**config.mk**
```make
export PLATFORM = sky130hd
export DESIGN_NAME = html_special_char_escaper
export DESIGN_NICKNAME = d
export VERILOG_FILES = /design/src/rtl/hse_pkg.sv /design/src/rtl/hse_front.sv /design/src/rtl/hse_queue.sv /design/src/rtl/hse_back.sv /design/src/rtl/html_special_char_escaper.sv
export SDC_FILE = /design/constraint.sdc
export NUM_CORES = 1
export LEC_CHECK = 0
export ABC_AREA = 1
export BUFFER_PORTS_ARGS = -buffer_cell sky130_fd_sc_hd__buf_2
export CAP_MARGIN = 10
export CORE_AREA = 2 2 128 130
export CTS_CLUSTER_SIZE = 20
export DETAILED_ROUTE_END_ITERATION = 10
export DIE_AREA = 0 0 130 132
export PLACE_DENSITY_LB_ADDON = 0.3
export SETUP_SLACK_MARGIN = 0.2
export SYNTH_ARGS = -nofsm -noshare
export SYNTH_HDL_FRONTEND = slang
export SYNTH_SLANG_ARGS = --single-unit
```
**constraint.sdc**
```tcl
create_clock -name clk -period 7.3 [get_ports clk]
set_input_delay 1.46 -clock clk [delete_from_list [all_inputs] [get_ports clk]]
set_output_delay 1.46 -clock clk [all_outputs]
set_load 0.005 [all_outputs]
```
**src/rtl/hse_pkg.sv**
```systemverilog
`default_nettype none
package hse_pkg;

  // Default width of the written-byte counter, and the widest it may be
  localparam int LENGTH_BITS_DEFAULT = 16;
  localparam int MAX_LEN_BITS = 32;

  // Job queue between front and back (power of two)
  localparam int QUEUE_DEPTH = 4;

  // Characters that need escaping
  localparam logic [7:0] CHAR_LT   = 8'h3C;
  localparam logic [7:0] CHAR_GT   = 8'h3E;
  localparam logic [7:0] CHAR_QUOT = 8'h22;
  localparam logic [7:0] CHAR_APOS = 8'h27;
  localparam logic [7:0] CHAR_AMP  = 8'h26;

  // Escape sequences, left aligned in six byte places
  localparam logic [47:0] SEQ_LT   = {"&lt;", 16'h0000};
  localparam logic [47:0] SEQ_GT   = {"&gt;", 16'h0000};
  localparam logic [47:0] SEQ_QUOT = "&quot;";
  localparam logic [47:0] SEQ_APOS = "&#039;";
  localparam logic [47:0] SEQ_AMP  = {"&amp;", 8'h00};

  typedef enum logic [2:0] {
    CODE_LIT,
    CODE_LT,
    CODE_GT,
    CODE_QUOT,
    CODE_APOS,
    CODE_AMP
  } code_t;

  // One unit of work for the back end
  typedef struct packed {
    logic       has_bytes;
    code_t      code;
    logic [7:0] lit;
    logic       has_term;
    logic       term_store;
    logic       term_trunc;
  } job_t;

  function automatic code_t esc_code(input logic [7:0] c);
    code_t r;
    case (c)
      CHAR_LT:   r = CODE_LT;
      CHAR_GT:   r = CODE_GT;
      CHAR_QUOT: r = CODE_QUOT;
      CHAR_APOS: r = CODE_APOS;
      CHAR_AMP:  r = CODE_AMP;
      default:   r = CODE_LIT;
    endcase
    return r;
  endfunction

  // Number of output bytes a code expands to
  function automatic logic [2:0] esc_len(input code_t code);
    logic [2:0] r;
    case (code)
      CODE_LT:   r = 3'd4;
      CODE_GT:   r = 3'd4;
      CODE_QUOT: r = 3'd6;
      CODE_APOS: r = 3'd6;
      CODE_AMP:  r = 3'd5;
      default:   r = 3'd1;
    endcase
    return r;
  endfunction

  // Byte at place pos of the expansion
  function automatic logic [7:0] esc_char(input code_t code, input logic [2:0] pos,
                                          input logic [7:0] lit);
    logic [47:0] seq;
    logic [47:0] shifted;
    case (code)
      CODE_LT:   seq = SEQ_LT;
      CODE_GT:   seq = SEQ_GT;
      CODE_QUOT: seq = SEQ_QUOT;
      CODE_APOS: seq = SEQ_APOS;
      CODE_AMP:  seq = SEQ_AMP;
      default:   seq = {lit, 40'h0};
    endcase
    shifted = seq << {pos, 3'b000};
    return shifted[47:40];
  endfunction

endpackage
`default_nettype wire

```
**src/rtl/hse_front.sv**
```systemverilog
`default_nettype none
module hse_front #(
  parameter int LENGTH_BITS = hse_pkg::LENGTH_BITS_DEFAULT
) (
  input  wire               clk,
  input  wire               rst,
  input  wire               out_capacity_we,
  input  wire  [15:0]       out_capacity,
  input  wire               push,
  input  wire  [7:0]        data_byte,
  input  wire               has_byte,
  input  wire               end_of_string,
  input  wire               q_full,
  output logic              job_we,
  output hse_pkg::job_t     job
);

  localparam int CMP_W = hse_pkg::MAX_LEN_BITS + 1;

  logic [15:0]            capacity;
  logic [LENGTH_BITS-1:0] count;
  logic [LENGTH_BITS-1:0] count_next;
  logic                   stopped;
  logic                   stopped_next;
  logic                   seen;
  logic                   seen_next;
  logic                   accept;
  logic                   fits;
  hse_pkg::code_t         code;
  logic [2:0]             len;

  assign accept = push && !q_full;
  assign code   = hse_pkg::esc_code(data_byte);
  assign len    = hse_pkg::esc_len(code);
  assign fits   = (CMP_W'(count) + CMP_W'(len)) < CMP_W'(capacity);

  // Classify the item and update the string state
  always_comb begin
    count_next   = count;
    stopped_next = stopped;
    seen_next    = seen;
    job          = '0;
    job.code     = hse_pkg::CODE_LIT;
    if (accept) begin
      if (has_byte) begin
        seen_next = 1'b1;
        if (!stopped) begin
          if (fits) begin
            count_next    = count + LENGTH_BITS'(len);
            job.has_bytes = 1'b1;
            job.code      = code;
            job.lit       = data_byte;
          end else begin
            stopped_next = 1'b1;
          end
        end
      end
      if (end_of_string) begin
        job.has_term   = 1'b1;
        job.term_store = (capacity != 16'd0) && seen_next;
        job.term_trunc = stopped_next;
        count_next     = '0;
        stopped_next   = 1'b0;
        seen_next      = 1'b0;
      end
    end
  end

  assign job_we = accept && (job.has_bytes || job.has_term);

  always_ff @(posedge clk) begin
    if (rst) begin
      capacity <= '0;
      count    <= '0;
      stopped  <= 1'b0;
      seen     <= 1'b0;
    end else begin
      if (out_capacity_we) begin
        capacity <= out_capacity;
      end
      count   <= count_next;
      stopped <= stopped_next;
      seen    <= seen_next;
    end
  end

  // A string stops only after it has carried a byte
  a_stop_seen: assert property (@(posedge clk) disable iff (rst) stopped |-> seen)
    else $error("stopped without any byte seen");

endmodule
`default_nettype wire

```
**src/rtl/hse_queue.sv**
```systemverilog
`default_nettype none
module hse_queue (
  input  wire            clk,
  input  wire            rst,
  input  wire            wr_en,
  input  hse_pkg::job_t  wr_job,
  output logic           full,
  input  wire            rd_en,
  output logic           head_valid,
  output hse_pkg::job_t  head
);

  localparam int DEPTH = hse_pkg::QUEUE_DEPTH;
  localparam int PTR_W = (DEPTH > 1) ? $clog2(DEPTH) : 1;
  localparam int CNT_W = $clog2(DEPTH + 1);

  hse_pkg::job_t  mem [DEPTH];
  logic [PTR_W-1:0] wr_ptr;
  logic [PTR_W-1:0] rd_ptr;
  logic [CNT_W-1:0] cnt;
  logic             do_wr;
  logic             do_rd;

  assign full       = (cnt == CNT_W'(DEPTH));
  assign head_valid = (cnt != '0);
  assign head       = mem[rd_ptr];
  assign do_wr      = wr_en && !full;
  assign do_rd      = rd_en && head_valid;

  // Storage
  always_ff @(posedge clk) begin
    if (do_wr) begin
      mem[wr_ptr] <= wr_job;
    end
  end

  // Pointers and fill level
  always_ff @(posedge clk) begin
    if (rst) begin
      wr_ptr <= '0;
      rd_ptr <= '0;
      cnt    <= '0;
    end else begin
      if (do_wr) begin
        wr_ptr <= wr_ptr + PTR_W'(1);
      end
      if (do_rd) begin
        rd_ptr <= rd_ptr + PTR_W'(1);
      end
      cnt <= cnt + CNT_W'(do_wr) - CNT_W'(do_rd);
    end
  end

  a_no_overflow: assert property (@(posedge clk) disable iff (rst)
    cnt <= CNT_W'(DEPTH))
    else $error("job queue fill level beyond depth");

endmodule
`default_nettype wire

```
**src/rtl/hse_back.sv**
```systemverilog
`default_nettype none
module hse_back #(
  parameter int LENGTH_BITS = hse_pkg::LENGTH_BITS_DEFAULT
) (
  input  wire            clk,
  input  wire            rst,
  input  wire            head_valid,
  input  hse_pkg::job_t  head,
  output logic           head_pop,
  output logic           empty,
  input  wire            pop,
  output logic [7:0]     out_byte,
  output logic           is_terminator,
  output logic           store_it,
  output logic [15:0]    total_length,
  output logic           truncated,
  output logic           run_last
);

  logic                   out_valid;
  logic [2:0]             pos;
  logic                   in_term;
  logic [LENGTH_BITS-1:0] count;
  logic [LENGTH_BITS-1:0] count_inc;
  logic [31:0]            count_wide;
  logic [31:0]            inc_wide;
  logic                   advance;
  logic                   do_bytes;
  logic                   last_byte;
  logic [2:0]             len;

  assign empty      = !out_valid;
  assign advance    = head_valid && (!out_valid || pop);
  assign do_bytes   = head.has_bytes && !in_term;
  assign len        = hse_pkg::esc_len(head.code);
  assign last_byte  = (pos == len - 3'd1);
  assign count_inc  = count + LENGTH_BITS'(1);
  assign count_wide = 32'(count);
  assign inc_wide   = 32'(count_inc);
  assign head_pop   = advance && (do_bytes ? (last_byte && !head.has_term) : 1'b1);

  // Serializer and output register
  always_ff @(posedge clk) begin
    if (rst) begin
      out_valid <= 1'b0;
      pos       <= '0;
      in_term   <= 1'b0;
      count     <= '0;
    end else begin
      if (advance) begin
        out_valid <= 1'b1;
        if (do_bytes) begin
          count <= count_inc;
          if (last_byte) begin
            pos     <= '0;
            in_term <= head.has_term;
          end else begin
            pos <= pos + 3'd1;
          end
        end else begin
          count   <= '0;
          in_term <= 1'b0;
        end
      end else if (pop) begin
        out_valid <= 1'b0;
      end
    end
  end

  // Result payload
  always_ff @(posedge clk) begin
    if (advance) begin
      if (do_bytes) begin
        out_byte      <= hse_pkg::esc_char(head.code, pos, head.lit);
        is_terminator <= 1'b0;
        store_it      <= 1'b1;
        total_length  <= inc_wide[15:0];
        truncated     <= 1'b0;
        run_last      <= last_byte && !head.has_term;
      end else begin
        out_byte      <= 8'h00;
        is_terminator <= 1'b1;
        store_it      <= head.term_store;
        total_length  <= count_wide[15:0];
        truncated     <= head.term_trunc;
        run_last      <= 1'b1;
      end
    end
  end

  a_term_last: assert property (@(posedge clk) disable iff (rst)
    (out_valid && is_terminator) |-> run_last)
    else $error("terminator not marked as last result");

  a_byte_stored: assert property (@(posedge clk) disable iff (rst)
    (out_valid && !is_terminator) |-> (store_it && !truncated))
    else $error("data byte with bad store or truncated flag");

  a_term_phase: assert property (@(posedge clk) disable iff (rst)
    in_term |-> (head_valid && head.has_term))
    else $error("terminator phase without a terminating job");

endmodule
`default_nettype wire

```
**src/rtl/html_special_char_escaper.sv**
```systemverilog
// HTML special-character escaper.
// Input queue side: present data_byte, has_byte and end_of_string with push;
// the item transfers on a clock edge with push high and full low. Bytes
// < > " ' & expand to &lt; &gt; &quot; &#039; &amp;, others pass through.
// Result queue side: while empty is low the oldest result is on the ports;
// it transfers on a clock edge with pop high. An end item adds a terminator
// result carrying the final length; run_last marks each item's last result.
// Config: out_capacity is written when out_capacity_we is high; the user must
// do so only while idle, as the block does not enforce it. The job queue is
// written at an item's transfer edge; its first result enters the output
// register once its job heads the queue and that register is free or popped.
// Throughput: the back-end serializer emits one result per cycle while pop
// keeps the output register free; a plain byte gives one result, an escape 4
// to 6, a terminator one more. A 4-entry job queue lets the front keep taking
// items during expansions. Reset clears the string state, the job queue, the
// output register's valid flag and out_capacity (to 0).
// When pop stays low the output register holds, the job queue fills and
// full rises; nothing is dropped.
`default_nettype none
module html_special_char_escaper #(
  parameter int LENGTH_BITS = hse_pkg::LENGTH_BITS_DEFAULT
) (
  input  wire         clk,
  input  wire         rst,
  input  wire         out_capacity_we,
  input  wire  [15:0] out_capacity,
  input  wire         push,
  output logic        full,
  input  wire  [7:0]  data_byte,
  input  wire         has_byte,
  input  wire         end_of_string,
  output logic        empty,
  input  wire         pop,
  output logic [7:0]  out_byte,
  output logic        is_terminator,
  output logic        store_it,
  output logic [15:0] total_length,
  output logic        truncated,
  output logic        run_last
);

  logic          job_we;
  hse_pkg::job_t job;
  logic          head_valid;
  hse_pkg::job_t head;
  logic          head_pop;

  // Front: classify and fit-check each item
  hse_front #(.LENGTH_BITS(LENGTH_BITS)) u_front (
    .clk             (clk),
    .rst             (rst),
    .out_capacity_we (out_capacity_we),
    .out_capacity    (out_capacity),
    .push            (push),
    .data_byte       (data_byte),
    .has_byte        (has_byte),
    .end_of_string   (end_of_string),
    .q_full          (full),
    .job_we          (job_we),
    .job             (job)
  );

  // Job queue between the two sides
  hse_queue u_queue (
    .clk        (clk),
    .rst        (rst),
    .wr_en      (job_we),
    .wr_job     (job),
    .full       (full),
    .rd_en      (head_pop),
    .head_valid (head_valid),
    .head       (head)
  );

  // Back: serialize expansions and terminators
  hse_back #(.LENGTH_BITS(LENGTH_BITS)) u_back (
    .clk           (clk),
    .rst           (rst),
    .head_valid    (head_valid),
    .head          (head),
    .head_pop      (head_pop),
    .empty         (empty),
    .pop           (pop),
    .out_byte      (out_byte),
    .is_terminator (is_terminator),
    .store_it      (store_it),
    .total_length  (total_length),
    .truncated     (truncated),
    .run_last      (run_last)
  );

endmodule
`default_nettype wire
```
==> Word-level counts from Yosys, hierarchy flattened <==
Memories as Yosys holds them, arrays and structs flattened. A register that Yosys moved wholly into a read port is not among the register bits.
Cells that the tools add are included.
{ "totals": {"word_cells": 110, "memories": 1, "out_inout_bits": 30, "ram_bits": 60, "input_bits": 31, "romBits": 0, "regBits": 90, "latchBits": 0} }
{ "memory_table": {"columns": ["memory", "words", "word_bits", "read_ports", "rd_ports_with_merged_regs", "write_ports", "line", "rtl"], "rows": [
  ["u_queue.mem", 4, 15, 1, 1, 1, "hse_queue.sv:17", "hse_pkg::job_t mem [DEPTH];"]
]} }
{ "op_classes": {"eq_ne": 19, "n_lt_le_gt_ge": 1, "bitwise_logic": 0, "mux": 35, "shifts": 1, "n_reduce_logical": 27, "div_mod_pow": 0, "mul": 0, "addsub": 9} }
{ "op_table": {"columns": ["op", "n"], "rows": [
  ["$pmux 48 s5", 1],
  ["$mux 16", 6],
  ["$mux 48", 2],
  ["$shl 48x6->48", 1],
  ["$eq 8x6->1 const B", 5],
  ["$mux 12", 3],
  ["$lt 33x16->1", 1],
  ["$pmux 3 s3", 2],
  ["$add 16x3->17", 1],
  ["$add 16x1->16 const B", 1],
  ["$add 16x3->16", 1],
  ["$reduce_bool 16->1", 1],
  ["$eq 3x3->1 const B", 5],
  ["$mux 1", 15],
  ["$mux 15", 1],
  ["$pmux 3 s5", 1],
  ["$eq 3x2->1 const B", 4],
  ["$logic_and 1x1->1", 9],
  ["$reduce_or 2->1", 4],
  ["$eq 3x1->1 const B", 2],
  ["$mux 3", 2],
  ["$reduce_bool 2->1", 3],
  ["$add 2x1->2 const B", 2],
  ["$logic_not 1->1", 4],
  ["other kinds (11)", 15]
]} }

==> Depth between registers and ports, before layout <==
{ "logic_depth": {"ltp_word": 17, "depth_mapped": 38, "depth_no_buf": 37} }

==> By module <==
Synthesis repeated with hierarchy kept, for this count alone.
{ "unflattened": {"hier_cells": 877, "hier_area_um2": 7861.3} }
{ "by_module_without_submodules": {"columns": ["mod", "cells_each", "instances", "area_per_inst_um2", "seq_area_each_um2"], "rows": [
  ["hse_queue", 211, 1, 2842.7, 1981.9],
  ["hse_back", 328, 1, 2613.8, 1261.2],
  ["hse_front", 338, 1, 2404.8, 680.7]
]} }

==> Worst setup path after synthesis <==
Ideal clock, no wire load.
{ "synth_path": {"path_type": "in2reg", "startpoint": "input port data_byte[7]", "endpoint": "memory u_queue.mem[0][0] (netlist name) (enable)", "t_required_ns": 6.913, "path_stages": 30, "path_buffers": 1, "setup_ns": 0.387, "slack_ns": 1.284, "arrival_time_ns": 5.629, "cell_sequence": "nor3_1 > inv_1 > nor2_1 > inv_1 > nor4_1 > a21oi_1 > nand2_1 > inv_1 > nor3_1 > inv_1 > fa_1 > inv_1 > nand3_1 > nand2_1 > nand2_1 > nor2_1 > nand3_1 > nor2_2 > xnor2_1 > inv_1 > ha_1 > a21oi_1 > o21a_1 > nor2_1 > nor2_1 > nand3_1 > nand2_1 > nand3_2 > buf_2 > nor2_1"} }
{ "synth_between": {"elab_chain_cells": 16, "elab_cells_between_ends": 25, "classes_between": "add/sub (1); order compare (1); eq/ne (10); mux (8); reduce/logical (5)"} }
{ "synth_lines": {"columns": ["item", "line", "rtl"], "rows": [
  ["start, declared", "html_special_char_escaper.sv:29", "input wire [7:0] data_byte,"],
  ["$eq 8x6->1", "hse_pkg.sv:46", "case (c)"],
  ["$pmux 3 s5 (*)", "hse_pkg.sv:46", null],
  ["$eq 3x2->1 (tied with other cells)", "hse_pkg.sv:60", "case (code)"],
  ["$reduce_or 2->1 (no line)", null, null],
  ["$pmux 3 s3 (*)", "hse_pkg.sv:60", null],
  ["$add 16x3->17 (*)", "hse_front.sv:35", "assign fits = (CMP_W'(count) + CMP_W'(len)) < CMP_W'(capacity);"],
  ["$lt 33x16->1 (*)", "hse_front.sv:35", null],
  ["$mux 12 (*)", "hse_front.sv:48", "if (fits) begin"],
  ["$mux 12 (*)", "hse_front.sv:47", "if (!stopped) begin"],
  ["$mux 12 (*)", "hse_front.sv:45", "if (has_byte) begin"],
  ["$mux 15 (*)", "hse_front.sv:44", "if (accept) begin"],
  ["$logic_or 1x1->1 (*)", "hse_front.sv:69", "assign job_we = accept && (job.has_bytes || job.has_term);"],
  ["$logic_and 1x1->1 (*)", "hse_front.sv:69", null],
  ["$logic_and 1x1->1 (*)", "hse_queue.sv:27", "assign do_wr = wr_en && !full;"],
  ["$mux 1 (*)", "hse_queue.sv:32", "if (do_wr) begin"],
  ["$mux 1 (implied by the code) (*)", "hse_queue.sv:33", "mem[wr_ptr] <= wr_job;"],
  ["end, declared", "hse_queue.sv:17", null]
]} }
Every way passes the cells marked *; elsewhere a longest branch is shown, timed or not.

==> impl_metrics.ini <==
[status]
run_status = finished clean

[logic_synthesis]
synth.top_cell.area_share_pct = 34.1
synthCells = 893
synth_most_common_cell = nand2_1
synth-seq-cells = 152
avgSynthCellArea_um2 = 8.68
synth_edf_count = 88
synth-async-reset-ratio_pct = 0
ys_top_cells_by_area = edfxtp_1, dfxtp_1, nand2_1
synth_top_flop_cell = edfxtp_1
syn-cell-area_mm2 = 0.00775
seq_area_frac_synth_pct = 50.6
synth_largest_area_cell = edfxtp_1
netlist-cell-type-count = 49
ys_warn_count = 0
syn-num-nets = 953
yosys-top-cells-count = nand2_1, inv_1, edfxtp_1

[timing]
relSlewSlack_pct = 26.9
clock.fmax_mhz = 164
period_share_pct = 83.3
slew_violations = 0
setup_tns_ps = 0
worst_pin_slew_ps = 1090
grt_setup_unrepaired = false
finalHoldViolations = 0
setup_viol = 0
final.setup_skew_ps = 10.8
period_minus_slack_ps = 6080

[min_path]
hold_class = flip-flop to flip-flop
hold_start = u_front.count[2]
min_to = u_front.count[2]
hold_depth = 2

[critical_path]
r2r_cells = 15
crit_fanout = 18
critPathRequiredTime_ps = 7510
rrSetupSlack_ps = 2850
worst_path_most_repeated_cell = nand2_1
worstSetupPathType = input port to flip-flop
startpoint_type = input port
cp-end-kind = flip-flop
crit_start = data_byte[7]
max_stage_delay_ps = 470
cp_slowest_cell = fa_1
cp.arrival_ps = 6290
r2r_end = u_queue.cnt[2]

[clock_network]
clk_path_buf_depth = 2
clk_pin_slew_ps = 60
cts_tree = done
ctsHoldBuffers = 0
cts_resized = 0
cts.sinks = 152
htreeDepth = 4
numCtsBuffers = 17
post-cts-setup-buffer-count = 0
cts_root_buf = clkbuf_16
clk_latency_ps = 430

[detailed_routing]
first_pass_iters = 4
wl_mm = 16.7
drc_errors = 0
vias = 6159
ant_nets = 0
wl_per_cell_um = 14.2
vias_per_cell = 5.24
drt_iter0_markers = 453

[final_layout]
drive_above_1_share_pct = 14.7
diodes = 0
design_area_mm2 = 0.00882
final_nets = 1006
area_growth_pct = 13.9

[pwr]
p_leak_nw = 3.65
totalPowerFinal_mw = 3.29
powerDensity_mw_per_mm2 = 373
peakVddDrop_v = 0.000189

[floorplan]
floorplan.initialDensity_pct = 49.3
die_area_mm2 = 0.0172
fp.dieH_um = 132
chipWidth_um = 130
rows = 46
pin_count = 61
core_area_mm2 = 0.0157

[placement]
portBuffers = 60
place_area_mm2 = 0.00823
finalWeightedCongestion = 0.901
dp_hpwl_mm = 11.6

[global_routing]
grt_pass1_wl_mm = 28.4
track_usage_pct = 20.9
overflow = 0
grt_pass1_vias = 5963
grt_start_max_net_pins = 64
antenna_found_initial = 0

[flow_run]
drv_cap = 0
how the worst max path moves through the flow:
stage                                    end  slack, ps  cells past startpoint
final                     u_queue.mem[1][12]       1220                     31
after global routing      u_queue.mem[1][12]        500                     31
after CTS                 u_queue.mem[1][12]       1190                     31
after detailed placement  u_queue.mem[2][12]        790                     31
after global placement        u_queue.cnt[2]        970                     35
after floorplan            u_queue.mem[0][0]       1280                     30
where the power goes:
| group | switching, mW | total (mW) | internal [mW] |
|---|---|---|---|
| Sequential | 0.122 | 1.28 | 1.16 |
| Clock | 0.368 | 0.879 | 0.511 |
| Combinational | 0.753 | 1.13 | 0.379 |
| Total | 1.24 | 3.29 | 2.05 |
cells in the final DEF (no fill, tap or decap), drive strengths merged:
| cell type | n |
|---|---|
| nand2 | 167 |
| inv | 126 |
| nor2 | 89 |
| edfxtp | 88 |
| o21ai | 85 |
| a21oi | 75 |
| buf | 70 |
| dfxtp | 64 |
| nand3 | 51 |
| nand4 | 28 |
| ha | 27 |
| clkbuf | 18 |
| nor4 | 9 |
| o211ai | 8 |
| xor2 | 8 |
| nor3 | 8 |
| o22ai | 7 |
| xnor2 | 4 |
| o221ai | 3 |
| a31oi | 3 |
| clkinv | 3 |
| fa | 2 |
| clkinvlp | 2 |
| bufinv | 2 |
| or2 | 2 |
| o21a | 1 |
| o31ai | 1 |
| a41oi | 1 |
| a221oi | 1 |
| a32o | 1 |
| and3 | 1 |
| o221a | 1 |
| o211a | 1 |
| a2111oi | 1 |
| a211oi | 1 |
state kept, by name, summed over array words and instances (netlist names), named ones only:
register              count
u_back.run_last           1
u_back.total_length      16
u_queue.wr_ptr            2
u_back.store_it           1
u_front.stopped           1
u_front.seen              1
u_back.pos                3
u_back.count             16
u_queue.rd_ptr            2
u_back.in_term            1
u_back.is_terminator      1
u_queue.mem              60
u_queue.cnt               3
u_back.out_byte           8
u_back.out_valid          1
u_front.count            16
u_front.capacity         16
u_back.truncated          1
per-stage QoR:
step | utilization (%) | hold WS [ps] | std cells | worst slack [ps]
after floorplan | - | 445 | 893 | 1280
after global placement | 52.4 | 456 | 1143 | 965
after detailed placement | 52.4 | 466 | 1143 | 786
after CTS | 56.2 | 482 | 1175 | 1190
after global routing | 56.2 | 498 | 1175 | 495
final | 56.2 | 476 | 1175 | 1220
logic make-up (layout without fill, tap and decap cells):
kind of cell / count (synthesis) / count (layout) / synth area share, %
buffers and inverters: 155 / 221 / 7.94
and+or+nand+nor: 355 / 355 / 21.7
adders and majority gates: 29 / 29 / 4.88
DFF: 152 / 152 / 50.6
xor gates and xnor gates: 12 / 12 / 1.36
AOI/OAI and AO/OA: 190 / 190 / 13.5
cell type report:
cell class	instances	area, µm²
well taps	216	270
flip-flops and latches	152	3920
clock buffers	18	429
clock inverters	14	160
repair buffers	70	375
multi-input cells	586	3220
fillers	1445	6890
inverters	119	447
layer usage:
| layer | vias to the layer above | GRT usage, % | routed length, µm |
|---|---|---|---|
| li1 | 3146 | - | - |
| met1 | 2858 | 25.7 | 7250 |
| met2 | 128 | 35.7 | 8400 |
| met3 | 27 | 4.67 | 634 |
| met4 | 0 | 7.47 | 364 |
| met5 | - | 0 | 0 |
critical path, delay by kind of cell:
kind / cells / cell delay (ps)
and+or+nand+nor: 17 / 2710
AOI/OAI and AO/OA: 3 / 440
buffers and inverters: 8 / 750
xor gates and xnor gates: 1 / 140
adders and majority gates: 2 / 770
Note: power is estimated with default switching activity, not from simulation.
